$ cat config.mk
export PLATFORM = sky130hd
export DESIGN_NAME = sequenced_slot_window_queue_flat
export DESIGN_NICKNAME = d
export VERILOG_FILES = /design/src/rtl/sswq_pkg.sv /design/src/rtl/sswq_req_if.sv /design/src/rtl/sswq_rsp_if.sv /design/src/rtl/sswq_ram.sv /design/src/rtl/sswq_engine.sv /design/src/rtl/sequenced_slot_window_queue.sv /design/src/flat_wrapper.sv
export SDC_FILE = /design/constraint.sdc
export NUM_CORES = 1
export LEC_CHECK = 0
export ABC_AREA = 1
export BUFFER_PORTS_ARGS = -buffer_cell sky130_fd_sc_hd__buf_4
export CAP_MARGIN = 30
export CORE_MARGIN = 2
export CORE_UTILIZATION = 63
export DETAILED_ROUTE_END_ITERATION = 10
export HOLD_SLACK_MARGIN = 0.15
export PLACE_DENSITY_LB_ADDON = 0.12
export RECOVER_POWER = 25
export REMOVE_ABC_BUFFERS = 1
export SYNTH_ARGS = -nofsm -noshare
export SYNTH_HDL_FRONTEND = slang
export SYNTH_HIERARCHICAL = 1
export SYNTH_SLANG_ARGS = --single-unit
$ cat constraint.sdc
create_clock -name clk -period 20.2 [get_ports clk]
set_clock_uncertainty 0.2 [all_clocks]
set_input_delay 2.02 -clock clk [delete_from_list [all_inputs] [get_ports clk]]
set_output_delay 2.02 -clock clk [all_outputs]
set_load 0.1 [all_outputs]
$ cat src/rtl/sswq_pkg.sv
// ----------------------------------------------------------------------------
// sswq_pkg
// shared types and constants of the sequenced slot window queue
// ----------------------------------------------------------------------------
`default_nettype none

package sswq_pkg;

  localparam int CAPACITY_BITS = 8;
  localparam int SEQ_BITS      = 16;
  localparam int RING_DEPTH    = 1 << CAPACITY_BITS;
  localparam int SLOT_BITS     = 3;
  localparam int COUNT_BITS    = 8;

  typedef logic [SEQ_BITS-1:0]      seq_t;
  typedef logic [CAPACITY_BITS-1:0] slot_idx_t;
  typedef logic [COUNT_BITS-1:0]    count_t;

  // slot life cycle
  typedef enum logic [SLOT_BITS-1:0] {
    SLOT_FREE  = 3'd0,
    SLOT_ALLOC = 3'd1,
    SLOT_READY = 3'd2,
    SLOT_PROC  = 3'd3,
    SLOT_ACKED = 3'd4,
    SLOT_PFREE = 3'd5
  } slot_state_t;

  // operation codes
  typedef enum logic [2:0] {
    FN_ALLOC_TAIL = 3'd0,
    FN_ALLOC_SEQ  = 3'd1,
    FN_READY      = 3'd2,
    FN_PROC       = 3'd3,
    FN_ACKED      = 3'd4,
    FN_RELEASE    = 3'd5,
    FN_COLLECT    = 3'd6,
    FN_FIND       = 3'd7
  } func_t;

  typedef struct packed {
    logic   ok;
    seq_t   seq_out;
    count_t collected;
    seq_t   head_seq;
    seq_t   tail_seq;
  } result_t;

  // slot memory port
  typedef struct packed {
    logic                 we;
    slot_idx_t            waddr;
    logic [SLOT_BITS-1:0] wdata;
    logic                 re;
    slot_idx_t            raddr;
  } ram_cmd_t;

endpackage

`default_nettype wire

$ cat src/rtl/sswq_req_if.sv
// ----------------------------------------------------------------------------
// sswq_req_if
// request channel: operation code and addressed sequence number
// ----------------------------------------------------------------------------
`default_nettype none

interface sswq_req_if import sswq_pkg::*; ();

  logic       valid;
  logic       ready;
  logic [2:0] func;
  seq_t       seq;

  modport source (output valid, func, seq, input ready);
  modport sink (input valid, func, seq, output ready);

endinterface

`default_nettype wire

$ cat src/rtl/sswq_rsp_if.sv
// ----------------------------------------------------------------------------
// sswq_rsp_if
// response channel: status, sequence numbers and collect count
// ----------------------------------------------------------------------------
`default_nettype none

interface sswq_rsp_if import sswq_pkg::*; ();

  logic   valid;
  logic   ready;
  logic   ok;
  seq_t   seq_out;
  count_t collected;
  seq_t   head_seq;
  seq_t   tail_seq;

  modport source (output valid, ok, seq_out, collected, head_seq, tail_seq, input ready);
  modport sink (input valid, ok, seq_out, collected, head_seq, tail_seq, output ready);

endinterface

`default_nettype wire

$ cat src/rtl/sswq_ram.sv
// ----------------------------------------------------------------------------
// sswq_ram
// generic single-write, single-read memory with registered read data
// ----------------------------------------------------------------------------
`default_nettype none

module sswq_ram #(
  parameter int WIDTH = 8,
  parameter int DEPTH = 256
) (
  input  wire logic                     clk,
  input  wire logic                     we,
  input  wire logic [$clog2(DEPTH)-1:0] waddr,
  input  wire logic [WIDTH-1:0]         wdata,
  input  wire logic                     re,
  input  wire logic [$clog2(DEPTH)-1:0] raddr,
  output logic      [WIDTH-1:0]         rdata
);

  logic [WIDTH-1:0] mem [DEPTH];

  always_ff @(posedge clk) begin
    if (we) begin
      mem[waddr] <= wdata;
    end
    if (re) begin
      rdata <= mem[raddr];
    end
  end

endmodule

`default_nettype wire

$ cat src/rtl/sswq_engine.sv
// ----------------------------------------------------------------------------
// sswq_engine
// read-modify-write sequencer over the slot memory, head and tail counters
// ----------------------------------------------------------------------------
`default_nettype none

module sswq_engine import sswq_pkg::*; (
  input  wire logic                 clk,
  input  wire logic                 rst,
  sswq_req_if.sink                  req,
  output ram_cmd_t                  ram,
  input  wire logic [SLOT_BITS-1:0] ram_rdata,
  output logic                      res_valid,
  output result_t                   res,
  input  wire logic                 res_ready
);

  typedef enum logic [1:0] {
    ST_CLEAR,
    ST_IDLE,
    ST_EXEC,
    ST_WALK
  } state_t;

  state_t    state, state_next;
  slot_idx_t clr_idx;
  func_t     func_q;
  seq_t      seq_q;
  seq_t      head, head_next;
  seq_t      tail, tail_next;
  count_t    n_coll, n_coll_next;

  logic        accept;
  func_t       req_func;
  slot_state_t slot;
  seq_t        new_tail, new_cnt, old_cnt, offset;
  logic        in_reach;
  logic        exec_ok;
  logic        exec_wr;
  slot_state_t exec_wdata;
  logic        walk_go;

  assign req.ready = (state == ST_IDLE);
  assign accept    = req.valid && req.ready;
  assign req_func  = func_t'(req.func);
  assign slot      = slot_state_t'(ram_rdata);

  // window arithmetic, all modulo the sequence space
  assign new_tail = seq_q + seq_t'(1);
  assign new_cnt  = new_tail - head;
  assign old_cnt  = tail - head;
  assign offset   = seq_q - head;
  assign in_reach = 32'(new_cnt) < 32'(RING_DEPTH);

  always_comb begin
    exec_ok    = 1'b0;
    exec_wr    = 1'b0;
    exec_wdata = SLOT_FREE;
    case (func_q)
      FN_ALLOC_TAIL, FN_ALLOC_SEQ: begin
        exec_ok    = in_reach && (slot == SLOT_FREE);
        exec_wr    = exec_ok;
        exec_wdata = SLOT_ALLOC;
      end
      FN_READY: begin
        exec_ok    = (slot == SLOT_ALLOC);
        exec_wr    = exec_ok;
        exec_wdata = SLOT_READY;
      end
      FN_PROC: begin
        exec_ok    = (slot == SLOT_READY);
        exec_wr    = exec_ok;
        exec_wdata = SLOT_PROC;
      end
      FN_ACKED: begin
        exec_ok    = (slot == SLOT_PROC);
        exec_wr    = exec_ok;
        exec_wdata = SLOT_ACKED;
      end
      FN_RELEASE: begin
        exec_ok    = (slot != SLOT_FREE);
        exec_wr    = exec_ok;
        exec_wdata = SLOT_PFREE;
      end
      FN_FIND: begin
        exec_ok = offset < old_cnt;
      end
      default: begin
        exec_ok = 1'b0;
      end
    endcase
  end

  // collect keeps going while the head slot is pending-free and the window is not empty
  assign walk_go = (state == ST_WALK) && (head != tail) && (slot == SLOT_PFREE);

  always_comb begin
    state_next  = state;
    head_next   = head;
    tail_next   = tail;
    n_coll_next = n_coll;
    ram         = '0;
    res_valid   = 1'b0;
    res         = '0;
    case (state)
      ST_CLEAR: begin
        ram.we    = 1'b1;
        ram.waddr = clr_idx;
        ram.wdata = SLOT_FREE;
        if (clr_idx == '1) begin
          state_next = ST_IDLE;
        end
      end
      ST_IDLE: begin
        ram.re = accept;
        case (req_func)
          FN_ALLOC_TAIL: ram.raddr = tail[CAPACITY_BITS-1:0];
          FN_COLLECT:    ram.raddr = head[CAPACITY_BITS-1:0];
          default:       ram.raddr = req.seq[CAPACITY_BITS-1:0];
        endcase
        if (accept) begin
          n_coll_next = '0;
          state_next  = (req_func == FN_COLLECT) ? ST_WALK : ST_EXEC;
        end
      end
      ST_EXEC: begin
        res_valid = 1'b1;
        if (exec_ok && (func_q == FN_ALLOC_TAIL || func_q == FN_ALLOC_SEQ) &&
            new_cnt > old_cnt) begin
          tail_next = new_tail;
        end
        res.ok        = exec_ok;
        res.seq_out   = seq_q;
        res.collected = '0;
        res.head_seq  = head;
        res.tail_seq  = tail_next;
        if (res_ready) begin
          ram.we     = exec_wr;
          ram.waddr  = seq_q[CAPACITY_BITS-1:0];
          ram.wdata  = exec_wdata;
          state_next = ST_IDLE;
        end else begin
          tail_next = tail;
        end
      end
      ST_WALK: begin
        if (walk_go) begin
          ram.we      = 1'b1;
          ram.waddr   = head[CAPACITY_BITS-1:0];
          ram.wdata   = SLOT_FREE;
          head_next   = head + seq_t'(1);
          ram.re      = 1'b1;
          ram.raddr   = head_next[CAPACITY_BITS-1:0];
          n_coll_next = (n_coll == '1) ? n_coll : n_coll + count_t'(1);
        end else begin
          res_valid     = 1'b1;
          res.ok        = (n_coll != '0);
          res.seq_out   = '0;
          res.collected = n_coll;
          res.head_seq  = head;
          res.tail_seq  = tail;
          if (res_ready) begin
            state_next = ST_IDLE;
          end
        end
      end
      default: begin
        state_next = ST_IDLE;
      end
    endcase
  end

  always_ff @(posedge clk) begin
    if (rst) begin
      state   <= ST_CLEAR;
      clr_idx <= '0;
      head    <= '0;
      tail    <= '0;
      n_coll  <= '0;
    end else begin
      state   <= state_next;
      clr_idx <= clr_idx + slot_idx_t'(1);
      head    <= head_next;
      tail    <= tail_next;
      n_coll  <= n_coll_next;
    end
  end

  // item registers
  always_ff @(posedge clk) begin
    if (accept) begin
      func_q <= req_func;
      seq_q  <= (req_func == FN_ALLOC_TAIL) ? tail : req.seq;
    end
  end

  a_window_bound: assert property (@(posedge clk) disable iff (rst)
    32'(old_cnt) < 32'(RING_DEPTH))
    else $error("window wider than the ring");

  a_head_only_in_walk: assert property (@(posedge clk) disable iff (rst)
    (state != ST_WALK) |=> (head == $past(head)))
    else $error("head moved outside collect");

  a_tail_only_in_exec: assert property (@(posedge clk) disable iff (rst)
    (state != ST_EXEC) |=> (tail == $past(tail)))
    else $error("tail moved outside an allocation");

  a_accept_starts_work: assert property (@(posedge clk) disable iff (rst)
    accept |=> (state == ST_EXEC || state == ST_WALK))
    else $error("accepted transaction not started");

endmodule

`default_nettype wire

$ cat src/rtl/sequenced_slot_window_queue.sv
// ----------------------------------------------------------------------------
// sequenced_slot_window_queue
// sliding window of sequence-numbered slots with a life-cycle state per slot
// ----------------------------------------------------------------------------
// sequence: a request's slot is read from the slot memory's single read port in
//   the idle state, checked and written back in the exec state, and the result
//   is held in the response register; collect walks one slot per cycle in the
//   walk state. A new request is taken only once the previous one has committed
// reset: synchronous; head and tail go to 0, then a clearing pass writes all
//   RING_DEPTH (256) slots free before the first request is taken
// ----------------------------------------------------------------------------
`default_nettype none

module sequenced_slot_window_queue import sswq_pkg::*; (
  input  wire logic   clk,
  input  wire logic   rst,
  sswq_req_if.sink    req,
  sswq_rsp_if.source  rsp
);

  ram_cmd_t             ram;
  logic [SLOT_BITS-1:0] ram_rdata;
  logic                 res_valid;
  logic                 res_ready;
  result_t              res;

  // slot life-cycle store, one entry per ring position
  sswq_ram #(
    .WIDTH (SLOT_BITS),
    .DEPTH (RING_DEPTH)
  ) u_slots (
    .clk   (clk),
    .we    (ram.we),
    .waddr (ram.waddr),
    .wdata (ram.wdata),
    .re    (ram.re),
    .raddr (ram.raddr),
    .rdata (ram_rdata)
  );

  // sequencer: decodes the transaction, updates the slot and the counters
  sswq_engine u_engine (
    .clk       (clk),
    .rst       (rst),
    .req       (req),
    .ram       (ram),
    .ram_rdata (ram_rdata),
    .res_valid (res_valid),
    .res       (res),
    .res_ready (res_ready)
  );

  // response register: the engine commits only when this stage can take
  // the result, so a stalled response never holds up the slot memory
  // beyond the transaction in flight
  assign res_ready = !rsp.valid || rsp.ready;

  always_ff @(posedge clk) begin
    if (rst) begin
      rsp.valid <= 1'b0;
    end else if (res_ready) begin
      rsp.valid <= res_valid;
    end
  end

  always_ff @(posedge clk) begin
    if (res_valid && res_ready) begin
      rsp.ok        <= res.ok;
      rsp.seq_out   <= res.seq_out;
      rsp.collected <= res.collected;
      rsp.head_seq  <= res.head_seq;
      rsp.tail_seq  <= res.tail_seq;
    end
  end

endmodule

`default_nettype wire

$ cat src/flat_wrapper.sv
// flat-port wrapper written by rule: the top's interface ports become plain ports
module sequenced_slot_window_queue_flat import sswq_pkg::*;
  (clk, rst, req_valid, req_func, req_seq, req_ready, rsp_valid, rsp_ok, rsp_seq_out, rsp_collected, rsp_head_seq, rsp_tail_seq, rsp_ready);
  sswq_req_if req_i ();
  sswq_rsp_if rsp_i ();
  input  wire logic clk;
  input  wire logic rst;
  input wire logic [$bits(req_i.valid)-1:0] req_valid;
  input wire logic [$bits(req_i.func)-1:0] req_func;
  input wire logic [$bits(req_i.seq)-1:0] req_seq;
  output wire logic [$bits(req_i.ready)-1:0] req_ready;
  output wire logic [$bits(rsp_i.valid)-1:0] rsp_valid;
  output wire logic [$bits(rsp_i.ok)-1:0] rsp_ok;
  output wire logic [$bits(rsp_i.seq_out)-1:0] rsp_seq_out;
  output wire logic [$bits(rsp_i.collected)-1:0] rsp_collected;
  output wire logic [$bits(rsp_i.head_seq)-1:0] rsp_head_seq;
  output wire logic [$bits(rsp_i.tail_seq)-1:0] rsp_tail_seq;
  input wire logic [$bits(rsp_i.ready)-1:0] rsp_ready;
  assign req_i.valid = req_valid;
  assign req_i.func = req_func;
  assign req_i.seq = req_seq;
  assign req_ready = req_i.ready;
  assign rsp_valid = rsp_i.valid;
  assign rsp_ok = rsp_i.ok;
  assign rsp_seq_out = rsp_i.seq_out;
  assign rsp_collected = rsp_i.collected;
  assign rsp_head_seq = rsp_i.head_seq;
  assign rsp_tail_seq = rsp_i.tail_seq;
  assign rsp_i.ready = rsp_ready;
  sequenced_slot_window_queue u_core (.clk(clk), .rst(rst), .req(req_i), .rsp(rsp_i));
endmodule
# After elaboration in Yosys (flattened, before gate mapping)
# Memories as Yosys holds them, arrays and structs flattened. A register that Yosys moved wholly into a read port is not among the register bits.
# Cells that the tools add are included.
dict set report totals {
  register_bits 127
  ram_bits 768
  input_bits 23
  output_inout_bits 59
  wordCells 94
  memories 1
}
# name words width read_ports rd_clocked_by_memory_dff wr line
set mem_list {}
lappend mem_list {u_core.u_slots.mem 256 3 1 1 1 sswq_ram.sv:20} ;# logic [WIDTH-1:0] mem [DEPTH];
dict set report op_classes {
  add_sub_neg 7
  magnitude_cmp 3
  n_eq_ne 22
  mux 26
  n_reduce_logical 22
}
# op n
set ops {}
lappend ops {{$pmux W57 S2} 1}
lappend ops {{$mux W57} 1}
lappend ops {{$sub A16 B16 Y16} 3}
lappend ops {{$pmux W12 S3} 1}
lappend ops {{$add A16 B1 Y16 const B} 2}
lappend ops {{$mux W16} 2}
lappend ops {{$pmux W8 S2} 2}
lappend ops {{$mux W8} 3}
lappend ops {{$mux W21} 1}
lappend ops {{$pmux W9 S2} 1}
lappend ops {{$add A8 B1 Y8 const B} 2}
lappend ops {{$eq A8 B8 Y1 const B} 2}
lappend ops {{$gt A16 B16 Y1} 1}
lappend ops {{$lt A16 B16 Y1} 1}
lappend ops {{$lt A16 B9 Y1 const B} 1}
lappend ops {{$ne A16 B16 Y1} 1}
lappend ops {{$eq A3 B3 Y1 const B} 5}
lappend ops {{$pmux W3 S5} 1}
lappend ops {{$eq A3 B2 Y1 const B} 4}
lappend ops {{$mux W12} 1}
lappend ops {{$logic_not A3 Y1} 3}
lappend ops {{$mux W2} 4}
lappend ops {{$ne A2 B2 Y1 const B} 4}
lappend ops {{$pmux W2 S4} 1}
lappend ops {{other kinds (19)} 32}

# Logic depth before layout (Yosys ltp)
# Gate-level depths: netlist of run 1.
dict set report depth {
  ltp_word 9
  ltp_mapped 30
  mapped_depth_nobuf 28
}

# Cells and area by module
# The synthesis of run 1 kept the hierarchy.
# module instances cells_each area_each_um2 seq_area_each_um2
set by_module_without_submodules {}
lappend by_module_without_submodules {sswq_ram 1 2887 32486.2 23152.2}
lappend by_module_without_submodules {sswq_engine 1 1210 7567.3 1571.5}
lappend by_module_without_submodules {sequenced_slot_window_queue 1 63 1759.2 1731.7}

# Worst setup path before layout of run 1
# No wires, ideal clock.
dict set report synth_path {
  kind {input to register}
  start {input port rsp_ready}
  end {memory u_core/u_slots/mem[0][0] (netlist bit) (data pin)}
  setup_time_ps 2267
  arrival_time_ps 13045
  required_ps 17733
  setup_slack_ps 4688
  cell_stages 7
  n_path_buf 0
  cell_sequence {inv_2 > nand2_2 > inv_1 > nor2_2 > clkinv_1 > a21oi_1 > a21boi_0}
}
# element line
set synth_rtl {}
lappend synth_rtl {{start: declaration} flat_wrapper.sv:18} ;# input wire logic [$bits(rsp_i.ready)-1:0] rsp_ready;
lappend synth_rtl {{end: declaration} sswq_ram.sv:20}

==> summary.md, run 1 <==
| Metric | Value |
|---|---|
| Status | `finished with violations` |
| Failing checks | `capacitance limit, slew limit` |
| Worst EP arrival | `10030 ps` |
| DIE WIDTH | `262 um` |
| Net Sw Frac | `0.321` |
| Post-CTS sizing | `0` |
| Synth Register Bits | `between 800 and 900` |
| Mapped Cells | `about 4200` |
| Port Buffers | `81` |
| R2R Setup Slk | `10290 ps` |
| Post-DP HPWL | `roughly 67000 um` |
| Synthesized area | `approximately 42000 sq um` |
| Unique masters post-synth | `53` |
| Int Pwr | `approximately 3.3 mW` |
| Hold worst-path end | `u_core/u_engine/clr_idx[0]` |
| Worst Reg-to-Reg Cells | `9` |
| Post-placement setup slack | `12420 ps` |
| Fin worst setup slack | `approximately 10000 ps` |
| Worst-path clk slew | `approximately 60 ps` |
| Fin crit share | `0.491` |
| Num rows | `94` |
| Combinational share of power | `0.232` |
| DR vias | `around 30000` |
| Fill cells | `5036` |
| Peak Freq | `just over 100 MHz` |
| RePlAce Congestion | `about 0.95` |
| CTS tree | `done` |
| Leakage power total | `16.7 nW` |
| Number of CTS-inserted buffers | `90` |
| Via density | `5.99` |
| Hold crit path type | `flip-flop to flip-flop` |
| Critical Path RT | `roughly 20000 ps` |
| Starting density of the core | `0.636` |
| Fin nets | `4266` |
| First-pass GRT wire length | `between 150000 and 200000 um` |
| Hold Path Origin | `u_core/u_engine/clr_idx[0]` |
| Total Wirelength | `between 100000 and 150000 um` |
| DR WL/cell | `between 20 and 25 um` |
| VDD IR-drop max | `71.4 uV` |
| Clock Latency Late Sink | `~660 ps` |
| Antenna violations before repair | `1` |
| Pwr dens | `107 nW/um^2` |
| DRC errors left | `0` |
| GRT overflow | `0` |
| Seq pwr share | `0.434` |
| Hold path depth | `1` |
| CTS sink cnt | `about 900` |
| Tmin final | `around 9900 ps` |
| Endpoints failing hold | `0` |
| Layout cells sized above 1 | `0.0555` |
| First DRT Iteration DRCs | `about 3600` |
| Worst-path fanout max | `98` |
| Sequential share of the synthesized area | `0.633` |
| Kind of critical path | `flip-flop to flip-flop` |
| Max-cap violations | `6` |
| Slew at the pin closest to its max-slew limit | `about 4100 ps` |
| Ports | `82` |
| RSZ-0062 raised after global routing | `no` |
| Sw power | `1.56 mW` |
| Reg-to-reg endpoint | `u_core/u_slots/mem[4][1]` |
| Post-CTS Hold Buffers | `0` |
| Postcts setup bufs | `0` |
| Vias in the first global route | `28600` |
| CP endpoint kind | `flip-flop` |
| H-Tree Level Count | `3` |
| Share of total power in the clock network | `0.334` |
| Syn-to-layout area delta | `8.66%` |
| Yosys warns | `6` |
| DRT Pass-1 Iters | `6` |
| Final Non-Filler Cells | `around 5100` |
| Clk root buf | `clkbuf_16` |
| Syn Area/Cell | `about 10 sq um` |
| Largest net degree at the start of global routing | `around 210` |
| Die H | `approximately 260 um` |
| RR Startpoint | `u_core/u_engine/state[1]` |
| Max Transition Viols Final | `between 300 and 400` |
| DRT antenna net count | `0` |
| # placed instances | `4933` |
| Core footprint | `between 60000 and 70000 sq um` |
| CTS Buffer Depth | `3` |
| ANT cells | `0` |
| Rel. slew slack | `-1.75` |
| Worst setup SP type | `flip-flop` |
| # setup viols final | `0` |
| Tot GR Track Use | `0.318` |
| Die ar. | `68400 sq um` |
[final cells by class]
| type | instances | area, sq um | share of cell area |
|---|---|---|---|
| well taps | 864 | 1080 | 0.0238 |
| multi-input cells | 2811 | 13300 | 0.292 |
| repair buffers | 131 | 905 | 0.0199 |
| flip-flops and latches | 898 | 26500 | 0.582 |
| clock inverters | 47 | 465 | 0.0102 |
| clock buffers | 114 | 2390 | 0.0527 |
| inverters | 230 | 882 | 0.0194 |
[power groups by stage]
stage	Sequential [mW]	Combinational (mW)	Clock [mW]
finish	2.10	1.13	1.62
global route	2.11	1.24	1.70
CTS	2.10	1.12	1.63
detailed placement	2.14	1.11	0
global placement	2.14	1.09	0
floorplan	2.23	0.791	0
[per-stage QoR]
step           hold slack, ps  area (sq um)  power, mW  TNS [ps]  utilization
2_1_floorplan             230         40500       3.02    -15160            -
4_1_cts                   274         45700       4.86         0        0.695
3_5_place_dp              259         42800       3.26         0        0.652
5_1_grt                   303         45400       5.05         0        0.691
6_report                  268         45400       4.85         0        0.691
3_3_place_gp              247         42600       3.24         0        0.648
[per-layer routing]
layer  track usage  up-vias  share of wire
li1              -    14300              -
met2         0.505     1441           0.47
met5             0        -              0
met3        0.0505      287          0.085
met1         0.442    14500           0.40
met4         0.133        0          0.044
[sequential cells by signal (all words and copies together), names as in the netlist, 8 cells and up]
register,flops
u_core/u_engine/head,16
u_core/u_engine/seq_q,16
u_core/u_engine/n_coll,8
u_core/rsp.head_seq,16
u_core/rsp.tail_seq,16
u_core/rsp.seq_out,16
u_core/u_engine/clr_idx,8
u_core/u_engine/tail,16
u_core/rsp.collected,8
u_core/u_slots/mem,768
[synth_stat cells (all sizes together)]
cell	count	area, sq um
a211oi	4	30.0
a21boi	1	7.51
a21o	2	15.0
a21oi	85	429
a221o	1	10.0
a221oi	2	17.5
a22oi	5	37.5
a31oi	6	37.5
and2	1	6.26
buf	160	1080
clkbuf	61	229
clkinv	3	11.3
dfxtp	51	1020
edfxtp	847	25400
fa	3	60.1
ha	78	976
inv	227	857
nand2	1200	4550
nand3	813	4090
nand3b	5	41.3
nand4	36	225
nor2	404	1550
nor3	26	140
nor3b	1	7.51
nor4	5	31.3
o2111ai	1	8.76
o211ai	3	22.5
o21a	7	52.6
o21ai	55	275
o21bai	6	45.0
o221ai	2	17.5
o22ai	4	25.0
o31ai	3	22.5
or2	3	18.8
xnor2	11	96.3
xor2	38	333
[logic make-up (layout without fill, tap and decap cells)]
kind of cell               Yosys count  count (layout)  synth area share
AOI/OAI and AO/OA                  187             187            0.0252
xor gates and xnor gates            49              49            0.0103
adders and majority gates           81              81            0.0248
buffers and inverters              451             522            0.0521
DFF                                898             898             0.633
and+or+nand+nor                   2494            2494             0.255
[worst max-delay path by stage]
stage	startpoint	endpoint	slack, ps	cells after the start
after global routing	u_core/u_engine/state[1]	u_core/u_slots/mem[84][1]	9620	9
after CTS	req_func[0]	u_core/u_slots/rdata[2]	13110	20
after global placement	req_func[0]	u_core/u_slots/rdata[2]	12560	20
after detailed placement	req_func[0]	u_core/u_slots/rdata[2]	12420	20
final	u_core/u_engine/state[1]	u_core/u_slots/mem[4][1]	10290	9
after floorplan	req_func[0]	u_core/u_slots/rdata[2]	-5060	16
[worst max-delay path, stage by stage (launching register included)]
cell and delay (ps):
dfxtp_1 400, inv_1 90, nor2_1 1040, clkinv_1 1090, nor2_2 270, clkbuf_1 970
clkinv_1 1030, nor3_1 360, clkbuf_1 2910, buf_4 1130
[cell usage in the layout (no fill, tap or decap), types with 5 or more instances in the layout]
cell       instances
nand4_1           36
a22oi_1            5
clkinv_1          17
a31oi_1            6
xor2_1            38
clkbuf_16         90
clkinv_2          18
o21ai_0           50
bufinv_16          6
nor4_1             5
dfxtp_1           51
xnor2_1           11
buf_4             50
clkbuf_8           5
inv_1            221
o21bai_1           6
nor3_1            24
ha_1              78
nand2_1         1183
nor2_1           397
nand2_2           17
clkbuf_1          88
o21a_1             7
edfxtp_1         847
buf_16             8
a21oi_1           83
nand3_1          811
Note: power is estimated with default switching activity, not from simulation.
==> inputs of run 2 (changes only) <==
ABC_AREA = 0   (was 1)
CORE_UTILIZATION = 57   (was 63)
clock period = 8.5 ns   (was 20.2 ns; I/O delays follow)
==> run 2 against run 1 <==
The run still ends with capacitance limit, slew limit left. Total power rose by 86%. Sequential power rose by 130%. Register-to-register slack worse by 9000 ps. Wire length decreased by 2.6%. Largest power group unchanged.
==> summary.md, run 2 <==
| Metric | Value |
|---|---|
| Max-cap violations | `8` |
| Via density | `roughly 6.6` |
| Num rows | `a little under 100` |
| RSZ-0062 raised after global routing | `no` |
| CP top delay family | `buffers and inverters` |
| Synth Register Bits | `approximately 900` |
| Total Wirelength | `106000 um` |
| Die ar. | `between 70000 and 80000 sq um` |
| Sw power | `around 1.8 mW` |
| DRT Pass-1 Iters | `6` |
| Most frequent cells after synthesis | `edfxtp_1, nor2_1, mux4_2` |
| Post-CTS sizing | `0` |
| Post-placement setup slack | `a little over 2000 ps` |
| Rel. slew slack | `-1.37` |
| Ports | `between 80 and 90` |
| DR vias | `25100` |
| Port Buffers | `81` |
| ANT cells | `0` |
| Synthesized area | `approximately 41000 sq um` |
| Clk root buf | `clkbuf_16` |
| Most used cell, CP | `clkbuf_1` |
| Largest net degree at the start of global routing | `257` |
| Synth area leader | `edfxtp_1` |
| CP endpoint kind | `flip-flop` |
| CP cell instances | `inv_1, clkbuf_1, nor2_2, clkbuf_1, nand2_1, buf_4, nor2_4, clkbuf_4, clkdlybuf4s25_1` |
| Combinational share of power | `0.011` |
| DR WL/cell | `roughly 28 um` |
| Layout cells sized above 1 | `0.152` |
| Asr flop ratio synth | `0` |
| VDD IR-drop max | `188 uV` |
| Endpoints failing hold | `0` |
| Max Transition Viols Final | `594` |
| Sequential share of the synthesized area | `0.652` |
| Tot GR Track Use | `0.290` |
| Count leader, synth | `edfxtp_1` |
| DRC errors left | `0` |
| Critical path's slowest cell | `clkdlybuf4s25_1` |
| Core footprint | `70300 sq um` |
| Ys flop type | `edfxtp_1` |
| Worst-path clk slew | `around 60 ps` |
| CP Buf/Inv Count | `6` |
| RePlAce Congestion | `around 0.98` |
| Fin worst setup slack | `between 1000 and 1500 ps` |
| H-Tree Level Count | `3` |
| Kind of critical path | `flip-flop to flip-flop` |
| Total design power | `9.01 mW` |
| Seq pwr share | `0.530` |
| First DRT Iteration DRCs | `about 3300` |
| Most frequent cells in the layout | `edfxtp_1, nor2_1, mux4_2` |
| Failing checks | `capacitance limit, slew limit` |
| Fin Setup TNS | `0 ps` |
| Most common cell after layout, fill and taps aside | `edfxtp_1` |
| Clock Latency Late Sink | `660 ps` |
| Leakage power total | `15.4 nW` |
| Critical Path RT | `roughly 8200 ps` |
| Net Sw Frac | `0.200` |
| Status | `finished with violations` |
| Antenna violations before repair | `0` |
| Fin nets | `about 2900` |
| Yosys warns | `6` |
| First-pass GRT wire length | `approximately 160000 um` |
| Starting density of the core | `0.578` |
| CP peak stage delay | `2660 ps` |
| Max reg flops | `roughly 770` |
| Vias in the first global route | `24800` |
| Postcts setup bufs | `0` |
| EDFF count, synth | `about 850` |
| Tmin final | `7200 ps` |
| Die H | `between 200 and 300 um` |
| Mapped Cells | `2737` |
| Slew at the pin closest to its max-slew limit | `3560 ps` |
| GRT overflow | `0` |
| Syn-to-layout area delta | `10.7%` |
| Int Pwr | `just over 7 mW` |
| Number of CTS-inserted buffers | `91` |
| DRT antenna net count | `0` |
| CTS tree | `done` |
| Top cells by area, synth | `edfxtp_1, mux4_2, nor2_1` |
| Post-DP HPWL | `between 60000 and 70000 um` |
| CTS Buffer Depth | `3` |
| CTS sink cnt | `898` |
| Worst setup SP type | `flip-flop` |
| Biggest register | `u_core/u_slots/mem` |
| Worst EP arrival | `6930 ps` |
| Hold crit path type | `flip-flop to flip-flop` |
| Peak Freq | `around 140 MHz` |
| Syn Area/Cell | `around 15 sq um` |
| # setup viols final | `0` |
| Fin crit share | `0.847` |
| Pwr dens | `around 200 nW/um^2` |
| DIE WIDTH | `~270 um` |
| Unique masters post-synth | `87` |
| Share of the synthesized area in the top cell type | `0.627` |
| Post-CTS Hold Buffers | `0` |
| Worst Hold Margin | `between 300 and 400 ps` |
| Worst-path fanout max | `95` |
| Share of total power in the clock network | `0.459` |
-- run 2: power groups by stage --
stage          clock, mW  combinational [mW]  sequential [mW]
2_1_floorplan          0              0.0378             4.87
3_3_place_gp           0              0.0938             4.87
3_5_place_dp           0              0.0951             4.87
4_1_cts             4.20              0.0958             4.77
5_1_grt             4.37              0.0996             4.77
6_report            4.14              0.0976             4.77
-- run 2: cells by family after synthesis --
| logic type | count (synthesis) | synth area share |
|---|---|---|
| adders and majority gates | 82 | 0.0258 |
| AOI/OAI and AO/OA | 415 | 0.0765 |
| DFF | 898 | 0.652 |
| xor gates and xnor gates | 77 | 0.0166 |
| buffers and inverters | 233 | 0.0273 |
| and+or+nand+nor | 766 | 0.0887 |
| muxes | 266 | 0.113 |
-- run 2: area by class of cell --
class	count	area (sq um)
well taps	940	1180
inverters	70	263
flip-flops and latches	898	26500
multi-input cells	1606	13100
repair buffers	135	810
clock buffers	105	2400
clock inverters	67	736
fillers	5134	25300
-- run 2: path summary, 6_finish.rpt --
check                              from                    endpoint  slack (ps)  cells past startpoint
max reg2reg    u_core/u_engine/state[1]  u_core/u_slots/mem[235][1]        1300                      9
min          u_core/u_engine/clr_idx[0]  u_core/u_engine/clr_idx[0]         300                      1
min reg2reg  u_core/u_engine/clr_idx[0]  u_core/u_engine/clr_idx[0]         300                      1
max            u_core/u_engine/state[1]  u_core/u_slots/mem[235][1]        1300                      9
-- run 2: per-layer routing --
layer | vias up | wire length [um] | GRT usage | part of all wire
met5 | - | 117 | 0.0112 | 0.0011
met4 | 2 | 3760 | 0.0996 | 0.035
met3 | 231 | 9500 | 0.0567 | 0.089
met2 | 1274 | 49200 | 0.446 | 0.46
met1 | 12800 | 43500 | 0.417 | 0.41
li1 | 10800 | - | - | -
-- run 2: stage by stage --
stage / std cells / instance area [sq um] / utilization
finish: 3821 / 44900 / 0.640
CTS: 3820 / 45200 / 0.644
floorplan: 2574 / 39700 / -
detailed placement: 3648 / 42100 / 0.599
global placement: 3645 / 42000 / 0.598
global route: 3821 / 44900 / 0.640
-- run 2: worst reg2reg max path: cells and delay by family, from the launching register on --
family | cells | cell delay, ps
buf+inv | 6 | 5090
flops | 1 | 590
simple gates | 3 | 520
